File: src/rtl/imhq_pkg.sv
// Shared types, constants and control bundles of the indexed min-heap queue
package imhq_pkg;

    localparam int VERTICES_DEF = 1024;
    localparam int VTX_W        = 10;
    localparam int KEY_W        = 32;
    localparam int OCC_W        = 11;

    // opcodes
    localparam logic OP_OFFER   = 1'b0;
    localparam logic OP_EXTRACT = 1'b1;

    // heap read address selects
    typedef logic [2:0] haddr_sel_t;
    localparam haddr_sel_t HA_ZERO   = 3'd0;
    localparam haddr_sel_t HA_POS    = 3'd1;
    localparam haddr_sel_t HA_LAST   = 3'd2;
    localparam haddr_sel_t HA_PARENT = 3'd3;
    localparam haddr_sel_t HA_LEFT   = 3'd4;
    localparam haddr_sel_t HA_RIGHT  = 3'd5;

    typedef struct packed {
        logic [VTX_W-1:0] vert;
        logic [KEY_W-1:0] key;
    } slot_t;

    // controller to datapath
    typedef struct packed {
        logic       clr_wr;
        logic       in_load;
        logic       vtx_rd;
        logic       heap_rd;
        haddr_sel_t haddr;
        logic       mv_from_in;
        logic       mv_from_ram;
        logic       idx_from_pos;
        logic       idx_from_fill;
        logic       ins_new;
        logic       ext_top;
        logic       held_set;
        logic       left_keep;
        logic       up_step;
        logic       dn_step;
        logic       dn_right;
        logic       place;
        logic       res_load;
    } dp_cmd_t;

    // datapath to controller
    typedef struct packed {
        logic clr_last;
        logic op_extract;
        logic vtx_ok;
        logic flag;
        logic pos_ok;
        logic full;
        logic empty;
        logic last_one;
        logic key_less;
        logic idx_zero;
        logic up_less;
        logic has_left;
        logic has_right;
        logic dn_move_l;
        logic dn_move_r;
        logic out_busy;
    } dp_sts_t;

endpackage

File: src/rtl/imhq_ctrl.sv
// Sequencer of the indexed min-heap queue: clearing pass, offer, sift-up, extract, sift-down
module imhq_ctrl
    import imhq_pkg::*;
(
    input  logic    clk,
    input  logic    rst_n,
    input  logic    in_valid,
    output logic    in_stall,
    input  dp_sts_t sts,
    output dp_cmd_t cmd
);

    localparam logic [3:0] S_CLR    = 4'd0;
    localparam logic [3:0] S_IDLE   = 4'd1;
    localparam logic [3:0] S_DISP   = 4'd2;
    localparam logic [3:0] S_OF_LK  = 4'd3;
    localparam logic [3:0] S_OF_CMP = 4'd4;
    localparam logic [3:0] S_UP     = 4'd5;
    localparam logic [3:0] S_UP_CMP = 4'd6;
    localparam logic [3:0] S_EX_TOP = 4'd7;
    localparam logic [3:0] S_EX_LST = 4'd8;
    localparam logic [3:0] S_DN     = 4'd9;
    localparam logic [3:0] S_DN_L   = 4'd10;
    localparam logic [3:0] S_DN_R   = 4'd11;
    localparam logic [3:0] S_DONE   = 4'd12;

    logic [3:0] state_reg;
    logic [3:0] state_next;

    always_ff @(posedge clk or negedge rst_n)
    begin
        if (!rst_n)
        begin
            state_reg <= S_CLR;
        end
        else
        begin
            state_reg <= state_next;
        end
    end

    assign in_stall = (state_reg != S_IDLE);

    // next state and commands
    always_comb
    begin
        state_next = state_reg;
        cmd        = '0;
        unique case (state_reg)
            S_CLR:
            begin
                cmd.clr_wr = 1'b1;
                if (sts.clr_last)
                begin
                    state_next = S_IDLE;
                end
            end
            S_IDLE:
            begin
                if (in_valid)
                begin
                    cmd.in_load = 1'b1;
                    state_next  = S_DISP;
                end
            end
            S_DISP:
            begin
                if (sts.op_extract)
                begin
                    if (sts.empty)
                    begin
                        state_next = S_DONE;
                    end
                    else
                    begin
                        cmd.heap_rd = 1'b1;
                        cmd.haddr   = HA_ZERO;
                        state_next  = S_EX_TOP;
                    end
                end
                else if (sts.vtx_ok)
                begin
                    cmd.vtx_rd = 1'b1;
                    state_next = S_OF_LK;
                end
                else
                begin
                    state_next = S_DONE;
                end
            end
            S_OF_LK:
            begin
                if (sts.flag)
                begin
                    cmd.held_set     = 1'b1;
                    cmd.idx_from_pos = 1'b1;
                    if (sts.pos_ok)
                    begin
                        cmd.heap_rd = 1'b1;
                        cmd.haddr   = HA_POS;
                        state_next  = S_OF_CMP;
                    end
                    else
                    begin
                        state_next = S_DONE;
                    end
                end
                else if (!sts.full)
                begin
                    cmd.mv_from_in    = 1'b1;
                    cmd.idx_from_fill = 1'b1;
                    cmd.ins_new       = 1'b1;
                    state_next        = S_UP;
                end
                else
                begin
                    state_next = S_DONE;
                end
            end
            S_OF_CMP:
            begin
                if (sts.key_less)
                begin
                    cmd.mv_from_in = 1'b1;
                    state_next     = S_UP;
                end
                else
                begin
                    state_next = S_DONE;
                end
            end
            S_UP:
            begin
                if (sts.idx_zero)
                begin
                    cmd.place  = 1'b1;
                    state_next = S_DONE;
                end
                else
                begin
                    cmd.heap_rd = 1'b1;
                    cmd.haddr   = HA_PARENT;
                    state_next  = S_UP_CMP;
                end
            end
            S_UP_CMP:
            begin
                if (sts.up_less)
                begin
                    cmd.up_step = 1'b1;
                    state_next  = S_UP;
                end
                else
                begin
                    cmd.place  = 1'b1;
                    state_next = S_DONE;
                end
            end
            S_EX_TOP:
            begin
                cmd.ext_top = 1'b1;
                if (sts.last_one)
                begin
                    state_next = S_DONE;
                end
                else
                begin
                    cmd.heap_rd = 1'b1;
                    cmd.haddr   = HA_LAST;
                    state_next  = S_EX_LST;
                end
            end
            S_EX_LST:
            begin
                cmd.mv_from_ram = 1'b1;
                state_next      = S_DN;
            end
            S_DN:
            begin
                if (sts.has_left)
                begin
                    cmd.heap_rd = 1'b1;
                    cmd.haddr   = HA_LEFT;
                    state_next  = S_DN_L;
                end
                else
                begin
                    cmd.place  = 1'b1;
                    state_next = S_DONE;
                end
            end
            S_DN_L:
            begin
                cmd.left_keep = 1'b1;
                if (sts.has_right)
                begin
                    cmd.heap_rd = 1'b1;
                    cmd.haddr   = HA_RIGHT;
                    state_next  = S_DN_R;
                end
                else if (sts.dn_move_l)
                begin
                    cmd.dn_step = 1'b1;
                    state_next  = S_DN;
                end
                else
                begin
                    cmd.place  = 1'b1;
                    state_next = S_DONE;
                end
            end
            S_DN_R:
            begin
                if (sts.dn_move_r)
                begin
                    cmd.dn_step  = 1'b1;
                    cmd.dn_right = 1'b1;
                    state_next   = S_DN;
                end
                else
                begin
                    cmd.place  = 1'b1;
                    state_next = S_DONE;
                end
            end
            S_DONE:
            begin
                if (!sts.out_busy)
                begin
                    cmd.res_load = 1'b1;
                    state_next   = S_IDLE;
                end
            end
            default:
            begin
                state_next = S_IDLE;
            end
        endcase
    end

endmodule

File: config.mk
export PLATFORM = sky130hd
export DESIGN_NAME = imhq_ctrl
export DESIGN_NICKNAME = d
export VERILOG_FILES = /design/src/rtl/imhq_pkg.sv /design/src/rtl/imhq_ctrl.sv
export SDC_FILE = /design/constraint.sdc
export NUM_CORES = 1
export LEC_CHECK = 0
export BUFFER_PORTS_ARGS = -buffer_cell sky130_fd_sc_hd__buf_4
export CELL_PAD_IN_SITES_DETAIL_PLACEMENT = 0
export CELL_PAD_IN_SITES_GLOBAL_PLACEMENT = 2
export CORE_ASPECT_RATIO = 0.6
export CORE_MARGIN = 10
export CORE_UTILIZATION = 24
export DETAILED_ROUTE_END_ITERATION = 7
export PLACE_DENSITY = 0.89
export SETUP_SLACK_MARGIN = 0.5
export SLEW_MARGIN = 20
export SYNTH_ARGS = -nofsm -noshare
export SYNTH_HDL_FRONTEND = slang
export SYNTH_SLANG_ARGS = --single-unit
File: constraint.sdc
create_clock -name clk -period 4.04 [get_ports clk]
set_input_delay 0.404 -clock clk [delete_from_list [all_inputs] [get_ports clk]]
set_output_delay 0.404 -clock clk [all_outputs]
set_load 0.01 [all_outputs]
### Word-level counts from Yosys, hierarchy flattened

Index checks and enable logic that the tools add are counted.

| storage, ports and cells | value |
|---|---|
| flip-flop bits (word level) | 4 |
| word-level logic and storage cells | 80 |
| output and inout port bits | 21 |

| cells by class | value |
|---|---|
| equality and inequality tests | 16 |
| reduce and logical (&&, ||, !) cells | 2 |
| mux-type cells | 61 |

Operators by type and width:

| operator | count |
|---|---|
| $mux W4 | 21 |
| $pmux W4 S13 | 1 |
| $mux W1 | 27 |
| $pmux W4 S6 | 1 |
| $eq A4 B4 Y1 const B | 5 |
| $eq A4 B3 Y1 const B | 4 |
| $mux W3 | 5 |
| $eq A4 B2 Y1 const B | 2 |
| $mux W2 | 3 |
| $ne A2 B2 Y1 const B | 3 |
| $pmux W1 S5 | 1 |
| $eq A4 B1 Y1 const B | 1 |
| $logic_not A4 Y1 | 1 |
| $ne A4 B1 Y1 const B | 1 |
| $pmux W1 S2 | 2 |
| $reduce_and A3 Y1 | 1 |

### Logic depth before layout (Yosys ltp)

Gate-level depths: netlist (run 1).

| logic depth | value |
|---|---|
| word-level depth | 3 |
| gate-level depth with buffers | 7 |
| gate-level depth less buffers | 6 |

### Worst setup path before layout (run 1)

Ideal clock, no wire load.

| timing path | value |
|---|---|
| kind | register -> output |
| start | register state_reg[2] |
| end | output cmd[9] (netlist bit) |
| data arrival time | 1.383 ns |
| setup slack | 2.253 ns |
| required time | 3.636 ns |
| path buffers | 2 |
| cell stages (with the launch flop) | 7 |
| cells stage by stage | dfrtp_1 -> inv_1 -> ha_1 -> buf_2 -> nand3_1 -> nor3_1 -> buf_4 |

RTL lines:

| item | RTL line | RTL |
|---|---|---|
| start, declared | imhq_ctrl.sv:27 | `logic [3:0] state_reg;` |
| start signal, assigned | imhq_ctrl.sv:38 | `state_reg <= state_next;` |
| end, declared | imhq_ctrl.sv:10 | `output dp_cmd_t cmd` |

==> reports/metrics.csv, run 1 <==
metric,value,unit
status,"finished, final reports clean",
Synth Area in Simple Gates,41.4,%
syn avg cell area,7.48,sq um
"Gates resized, CTS repair",0,
fmax,449,MHz
routability congestion estimate,0.803,
"FF+latch count, synth",4,
Synth Area in Compound Gates,26.9,%
vias per inst,4.73,
largest net degree at the start of global routing,25,
Hold Buf Count CTS,1,
Syn Nets,120,
WP data required,3640,ps
min Tclk post-route,2230,ps
Setup Skew,3.16,ps
largest area contributor in the netlist,dfrtp_1,
fin crit share,55.1,%
starting density of the core,25.1,%
endpoints failing hold,0,
Final Max Tran Viols,0,
most frequent CP cell,nand2_1,
Synth Instances,97,
worst hold-check path type,input pin to asynchronous set/reset pin,
endpoints failing setup,0,
final core occ,36.7,%
# Max-Cap Violations,0,
Initial DRC Count,27,
Rows,15,
top-area cell type share of the netlist area,13.8,%
post-synthesis mux area share,0,%
post-synthesis adder-cell area fraction,6.90,%
DIE WIDTH,91.0,um
share of layout cells above drive strength 1,36.1,%
Netlist cell types,43,
clock slew at reported path FFs,30,ps
Post-Synth XOR/XNOR Area,0,%
GRT Resource Usage Total,9.02,%
# IOs,40,
Critical Path AT,1820,ps
DIE HEIGHT,62.6,um
"top cells by area, synth","dfrtp_1, ha_1, nand2_1",
Die Area,0.00570,sq mm
vias,827,
metal3 WL,197,um
yosys warns,0,
Critical Path Start,state_reg[0],
P_leak,0.515,nW
clk sinks,4,
H-tree levels,1,
# port buffers,39,
nets,158,
combinational family with the most area after synthesis,simple AND/OR/NAND/NOR gates,
Slowest Stage Delay on Critical Path,760,ps
maximum buffer depth of the clock tree,2,
worst-path fanout max,24,
Setup crit start kind,flip-flop,
CTS tree,built,
first-pass GRT wire length,4300,um
WS Path Type,flip-flop to output pin,
Metal-1 WL,1280,um
DRC viols,0,
cts bufs inserted,3,
met2 WL,1090,um
clk_lat worst skew,210,ps
sequential area share after synthesis,13.8,%
1st-pass router iterations,4,
VDD IR max,0.144,mV
vias in the first global route,836,
max reg flops,4,
post-route ant nets,0,
Setup TNS,0,ps
async set-reset flop share out of synthesis,100,%
Syn Std Cell Area,726,sq um
initial antenna violation count,0,
Slew HR,55.4,%
Worst Max-Slew Pin Slew,669,ps
CTS root buffer,clkbuf_8,
crit end category,output pin,
area delta synth->final,46.2,%
list of most frequent post-synthesis cells,"nand2_1, nor2_1, inv_1, nand2b_1",
slowest CP cell,dfrtp_1,
top_reg_cell synth,dfrtp_1,
core area,0.00289,sq mm
final WL,2590,um
DR WL/cell,14.8,um
grt ovf,0,
RSZ-0062 raised after global routing,false,
Power Total,0.482,mW
CP cell instances,"and2b_1, a22o_1, nand2_1, nand2_1, buf_4",
Top Metal Used,met4,
Critical R2R Launch,state_reg[0],
Post-CTS Setup Bufs,0,
power density cells,454,mW/mm^2
top-count cell post-synth,nand2_1,
DP HPWL,2180,um
# diodes,0,
number of synthesized flops with an enable pin,0,
per-stage QoR:
stage	setup WS (ps)	hold WS, ps	cell area [sq um]	instances
after floorplan	2250	108	726	97
after global placement	2060	202	1010	171
after detailed placement	2040	201	1010	171
after CTS	1810	520	1060	175
after global routing	1700	536	1060	175
final	1810	520	1060	175
critical path, delay by kind of cell, from the launching register on:
kind / cells / cell delay, ps
buffers and inverters: 1 / 140
DFF: 1 / 760
AOI/OAI and AO/OA: 1 / 230
and+or+nand+nor: 3 / 480
cell type report:
class | count | area, sq um
Multi-Input combinational cell | 81 | 546
Sequential cell | 4 | 100
Clock buffer | 3 | 41.3
Inverter | 5 | 18.8
Tap cell | 42 | 52.6
Timing Repair Buffer | 40 | 303
Fill cell | 328 | 1830
power breakdown:
| group | internal (mW) | leakage (nW) | switching, mW | total [mW] |
|---|---|---|---|---|
| Sequential | 0.0527 | 0.0522 | 0.0499 | 0.103 |
| Clock | 0.0633 | 0.0216 | 0.0187 | 0.0820 |
| Combinational | 0.146 | 0.441 | 0.152 | 0.297 |
per-layer routing:
metal | GRT usage, % | up-vias
met3 | 3.96 | 2
met4 | 1.95 | 0
met2 | 12.8 | 26
met5 | 0 | -
met1 | 12.1 | 377
li1 | - | 422
layout by cell type (no fill, tap or decap), drive strengths merged, types with 2 or more instances in the layout:
cell type,synthesis,layout
buf,7,39
nand2,12,12
nor2,9,9
inv,5,5
nand2b,5,5
and2,4,4
and3,4,4
nand3,4,4
ha,4,4
dfrtp,4,4
nor3,3,3
a22o,3,3
a31oi,3,3
clkbuf,0,3
o21ai,3,3
and2b,2,2
nor2b,2,2
nor4b,2,2
o31ai,2,2
final timing paths:
kind                       depth (start not counted)  slack, ps      endpoint
hold / removal                                     2        520  state_reg[2]
setup / recovery                                   5       1810       cmd[16]
hold reg to reg                                    1        560  state_reg[2]
setup reg to reg                                   4       2220  state_reg[2]
min in group clk                                   1        560  state_reg[2]
max in group asynchronous                          2       3420  state_reg[1]
cell families after synthesis:
group,after synthesis
buf+inv,12
flops,4
simple gates,53
fa+ha+maj,4
compound gates,24
Note: power is estimated with default switching activity, not from simulation.
==> run 2: changes to the inputs <==
Settings changed: CORE_UTILIZATION 24 to 22, PLACE_DENSITY 0.89 to 0.83.
Clock period 4.04 ns to 2.11 ns, I/O delays scaled along.
==> reports/metrics.csv, run 2 (same netlist as run 1, synthesis figures left out) <==
metric,value,unit,change
status,"finished, final reports clean",,
routability congestion estimate,0.865,,+7.7%
VDD IR max,0.385,mV,+170%
# port buffers,39,,unchanged
vias per inst,4.78,,+1.2%
core area,0.00320,sq mm,+11%
Setup Skew,0.456,ps,-2.70 ps
grt met3 use,3.79,%,-0.16 points
DR WL/cell,16.9,um,+14%
min Tclk post-route,1710,ps,
vias in the first global route,1018,,+22%
register area,104,sq um,+3.8%
multi-input logic area,701,sq um,+28%
fmax,584,MHz,
fin crit share,81.1,%,
crit end category,output pin,,
cts bufs inserted,3,,unchanged
most frequent cells in the layout,"buf_4, nor2_1, nand2_2, nand2_1, buf_6",,
Setup TNS,0,ps,unchanged
DP HPWL,2410,um,+11%
share of layout cells above drive strength 1,65.0,%,+29 points
final WL,3410,um,+32%
WS Path Type,flip-flop to output pin,,
vias,966,,+17%
maximum buffer depth of the clock tree,2,,unchanged
worst setup slack after layout,398,ps,-1410 ps
P_leak,0.675,nW,+31%
placed cell count,177,,+3.5%
GRT busiest layer,met2,,
# diodes,0,,unchanged
RSZ-0062 raised after global routing,true,,
Finished Layout Cells,202,,+15%
DIE WIDTH,94.1,um,+3.5%
clk sinks,4,,unchanged
initial antenna violation count,0,,unchanged
Fillers,339,,+3.4%
clock slew at reported path FFs,30,ps,about the same
endpoints failing hold,0,,unchanged
pre-CTS WS,293,ps,-1750 ps
Initial DRC Count,38,,+41%
worst-path fanout max,6,,-75%
Slew HR,75.2,%,+20 points
CTS tree,built,,
DRC viols,0,,unchanged
1st-pass router iterations,4,,unchanged
Die Area,0.00607,sq mm,+6.6%
GRT Resource Usage Total,10.9,%,+1.9 points
worst hold-check path type,input pin to asynchronous set/reset pin,,
"commonest non-fill, non-tap cell in the layout",buf_4,,
largest net degree at the start of global routing,11,,-56%
# IOs,40,,unchanged
clk_lat worst skew,210,ps,about the same
nets,182,,+15%
met2 Resource Use GR,15.9,%,+3.1 points
DIE HEIGHT,64.5,um,+3.0%
grt ovf,0,,unchanged
Critical Path AT,1500,ps,-320 ps
GR Util met1,15.4,%,+3.3 points
Rows,16,,+1
Setup crit start kind,flip-flop,,
power density cells,929,mW/mm^2,+100%
max reg flops,4,,unchanged
first-pass GRT wire length,5410,um,+26%
H-tree levels,1,,unchanged
starting density of the core,22.7,%,-2.5 points
endpoints failing setup,0,,unchanged
Final Max Tran Viols,0,,unchanged
WP data required,1900,ps,-1740 ps
CTS root buffer,clkbuf_8,,
# Max-Cap Violations,0,,unchanged
post-route ant nets,0,,unchanged
Worst Max-Slew Pin Slew,372,ps,-297 ps
area delta synth->final,96.6,%,
[run 2: changes by cell type in the layout (fill, tap and decap cells not counted), sizes merged]
cell	change
buf	+24
[run 2: path summary, 6_finish.rpt]
check | start | endpoint | slack (ps) | depth (start not counted)
worst max-delay path | state_reg[2] | cmd[13] | 400 | 7
worst min-delay path | rst_n | state_reg[2] | 340 | 2
worst max register to register | state_reg[2] | state_reg[2] | 470 | 7
worst min register to register | state_reg[2] | state_reg[2] | 710 | 2
max in group asynchronous | rst_n | state_reg[1] | 1660 | 2
min in group clk | in_valid | state_reg[2] | 390 | 3
[run 2: per-layer routing]
metal	wire (um)	part of all wire (%)
met1	1700	50
met2	1390	41
met3	308	9.0
met4	10	0.29
met5	0	0
[run 2: cell type report]
class	instances	share of cell area (%)
clock buffer	3	2.89
inverter	5	1.49
multi-input combinational	81	49.1
sequential	4	7.28
tap	45	3.95
timing repair buffer	64	35.3
[run 2: critical path, cell delays in order, from the launching register on]
cell and delay, ps:
dfrtp_2 450, inv_4 90, ha_4 180, and3_4 190, and2_4 160, nand2_2 50, nand3_2 70, buf_6 100
[run 2: where the power goes]
part / switching (mW) / internal, mW
Clock: 0.0385 / 0.122
Combinational: 0.490 / 0.522
Sequential: 0.0472 / 0.106
[run 2: through the flow]
stage / area [sq um] / power (mW) / hold slack (ps) / utilization, %
floorplan: 726 / 0.604 / -84.6 / -
global placement: 1040 / 0.792 / 9.48 / 32.3
detailed placement: 1040 / 0.804 / 10.9 / 32.3
CTS: 1320 / 1.20 / 337 / 41.1
global route: 1430 / 1.42 / 349 / 44.5
finish: 1430 / 1.33 / 336 / 44.5
[run 2: repair_timing]
action | CTS | global route
hold endpoints to repair | 4 | 0
setup buffers | 16 | 4
hold buffers | 1 | 0
endpoints found under the setup margin | 24 | 22
pin swaps | 9 | 11
resized for setup | 27 | 18
cloned | 0 | 1
==> run 3: changes to the inputs <==
Settings changed: CORE_UTILIZATION 22 to 20, PLACE_DENSITY 0.83 to 0.8.
Clock period 2.11 ns to 1.4 ns, I/O delays scaled along.
==> reports/metrics.csv, run 3 (same netlist as run 1, synthesis figures left out) <==
metric,value,unit,change
status,"complete, but fails checks",,
failing checks,negative setup slack,,
nets,198,,+8.8%
power density cells,1460,mW/mm^2,+57%
Setup crit start kind,flip-flop,,
final WL,3520,um,+3.3%
crit end category,output pin,,
area delta synth->final,139,%,
vias per inst,4.67,,-2.3%
Seq pwr share,9.3,%,-2.3 points
core area,0.00336,sq mm,+5.0%
Slew HR,82.3,%,+7.1 points
DR WL/cell,16.2,um,-4.3%
DP HPWL,2530,um,+5.0%
Initial DRC Count,28,,-26%
VDD IR max,0.708,mV,+84%
clk_lat worst skew,220,ps,about the same
endpoints failing setup,25,,+25
# Max-Cap Violations,0,,unchanged
largest net degree at the start of global routing,10,,-1
sw power,1.04,mW,+80%
# IOs,40,,unchanged
Finished Cell Area,0.00174,sq mm,+22%
grt ovf,0,,unchanged
Final Max Tran Viols,0,,unchanged
clock slew at reported path FFs,30,ps,about the same
fin crit share,120,%,
cts bufs inserted,3,,unchanged
post-route ant nets,0,,unchanged
H-tree levels,1,,unchanged
DIE WIDTH,97.8,um,+3.8%
routability congestion estimate,0.966,,+12%
Rows,16,,unchanged
worst setup slack after layout,-280,ps,-678 ps
most frequent cells in the layout,"buf_4, buf_6, nor2_1, nand2b_1, nand2_1",,
min Tclk post-route,1680,ps,
CTS tree,built,,
vias,1019,,+5.5%
Critical Path AT,1540,ps,+40 ps
WS Path Type,flip-flop to output pin,,
clk sinks,4,,unchanged
Worst Max-Slew Pin Slew,265,ps,-107 ps
final core occ,51.6,%,+7.1 points
starting density of the core,21.6,%,-1.1 points
DRC viols,0,,unchanged
combinational power share,81.0,%,+4.6 points
maximum buffer depth of the clock tree,2,,unchanged
Setup Skew,0.934,ps,+0.478 ps
Die Area,0.00652,sq mm,+7.3%
initial antenna violation count,0,,unchanged
P_leak,0.803,nW,+19%
Setup TNS,-4260,ps,-4260 ps
RSZ-0062 raised after global routing,true,,
"commonest non-fill, non-tap cell in the layout",buf_4,,
share of layout cells above drive strength 1,72.8,%,+7.9 points
worst hold-check path type,input pin to asynchronous set/reset pin,,
worst-path fanout max,7,,+1
GRT Resource Usage Total,10.5,%,-0.45 points
1st-pass router iterations,4,,unchanged
clock share of power,9.8,%,-2.3 points
# port buffers,39,,unchanged
fmax,595,MHz,
max reg flops,4,,unchanged
endpoints failing hold,0,,unchanged
vias in the first global route,1099,,+8.0%
Placed Instance Area,0.00127,sq mm,+23%
Int Pwr,1.49,mW,+99%
Sw Ratio,41.1,%,-2.4 points
DIE HEIGHT,66.7,um,+3.4%
CTS root buffer,clkbuf_8,,
Power Total,2.53,mW,+91%
WP data required,1260,ps,-640 ps
# diodes,0,,unchanged
first-pass GRT wire length,5600,um,+3.6%
==> run 3: critical path, stage by stage, from the launching register on <==
cell	delay, ps
dfrtp_2	460
buf_6	170
buf_6	110
buf_6	90
nand3b_1	180
buf_6	190
buf_6	110
==> run 3: final timing paths <==
kind / from / to / slack [ps] / depth (start not counted)
hold / removal: rst_n / state_reg[3] / 260 / 2
min in group clk: in_valid / state_reg[2] / 330 / 3
setup / recovery: state_reg[0] / in_stall / -280 / 6
max in group asynchronous: rst_n / state_reg[1] / 1030 / 2
setup reg to reg: state_reg[0] / state_reg[2] / -230 / 7
hold reg to reg: state_reg[3] / state_reg[3] / 640 / 2
==> run 3: what timing repair did <==
| action | CTS | global route |
|---|---|---|
| pin swaps | 16 | 16 |
| buffers inserted | 10 | 5 |
| hold endpoints to repair | 4 | 0 |
| setup endpoints to repair | 25 | 25 |
| gates cloned | 0 | 0 |
| hold buffers | 1 | 0 |
| gates resized for setup | 42 | 31 |
==> run 3: final cells by class <==
type	instances	area (sq um)
Inverter	5	18.8
Tap cell	45	56.3
Timing Repair Buffer	80	732
Clock buffer	3	41.3
Multi-Input combinational cell	81	786
Sequential cell	4	103
Fill cell	329	1630
==> run 3: per-layer routing <==
metal | part of all wire [%] | vias to the layer above | global-route usage [%]
met5 | 0 | - | 0
met4 | 1.3 | 0 | 2.53
met1 | 44 | 466 | 12.3
met2 | 47 | 41 | 17.6
li1 | - | 506 | -
met3 | 7.5 | 6 | 4.12
==> run 3: power groups by stage <==
stage               Clock [mW]  Sequential, mW  Combinational (mW)
floorplan                    0           0.188               0.803
global placement             0           0.244                1.33
detailed placement           0           0.241                1.34
CTS                      0.251           0.225                1.75
global route             0.259           0.238                2.20
finish                   0.247           0.234                2.05
==> run 3: through the flow <==
step / hold slack (ps) / instances / setup slack, ps
floorplan: -156 / 97 / -163
global placement: -61.0 / 199 / -203
detailed placement: -59.9 / 199 / -195
CTS: 255 / 213 / -228
global route: 273 / 218 / -333
finish: 259 / 218 / -280
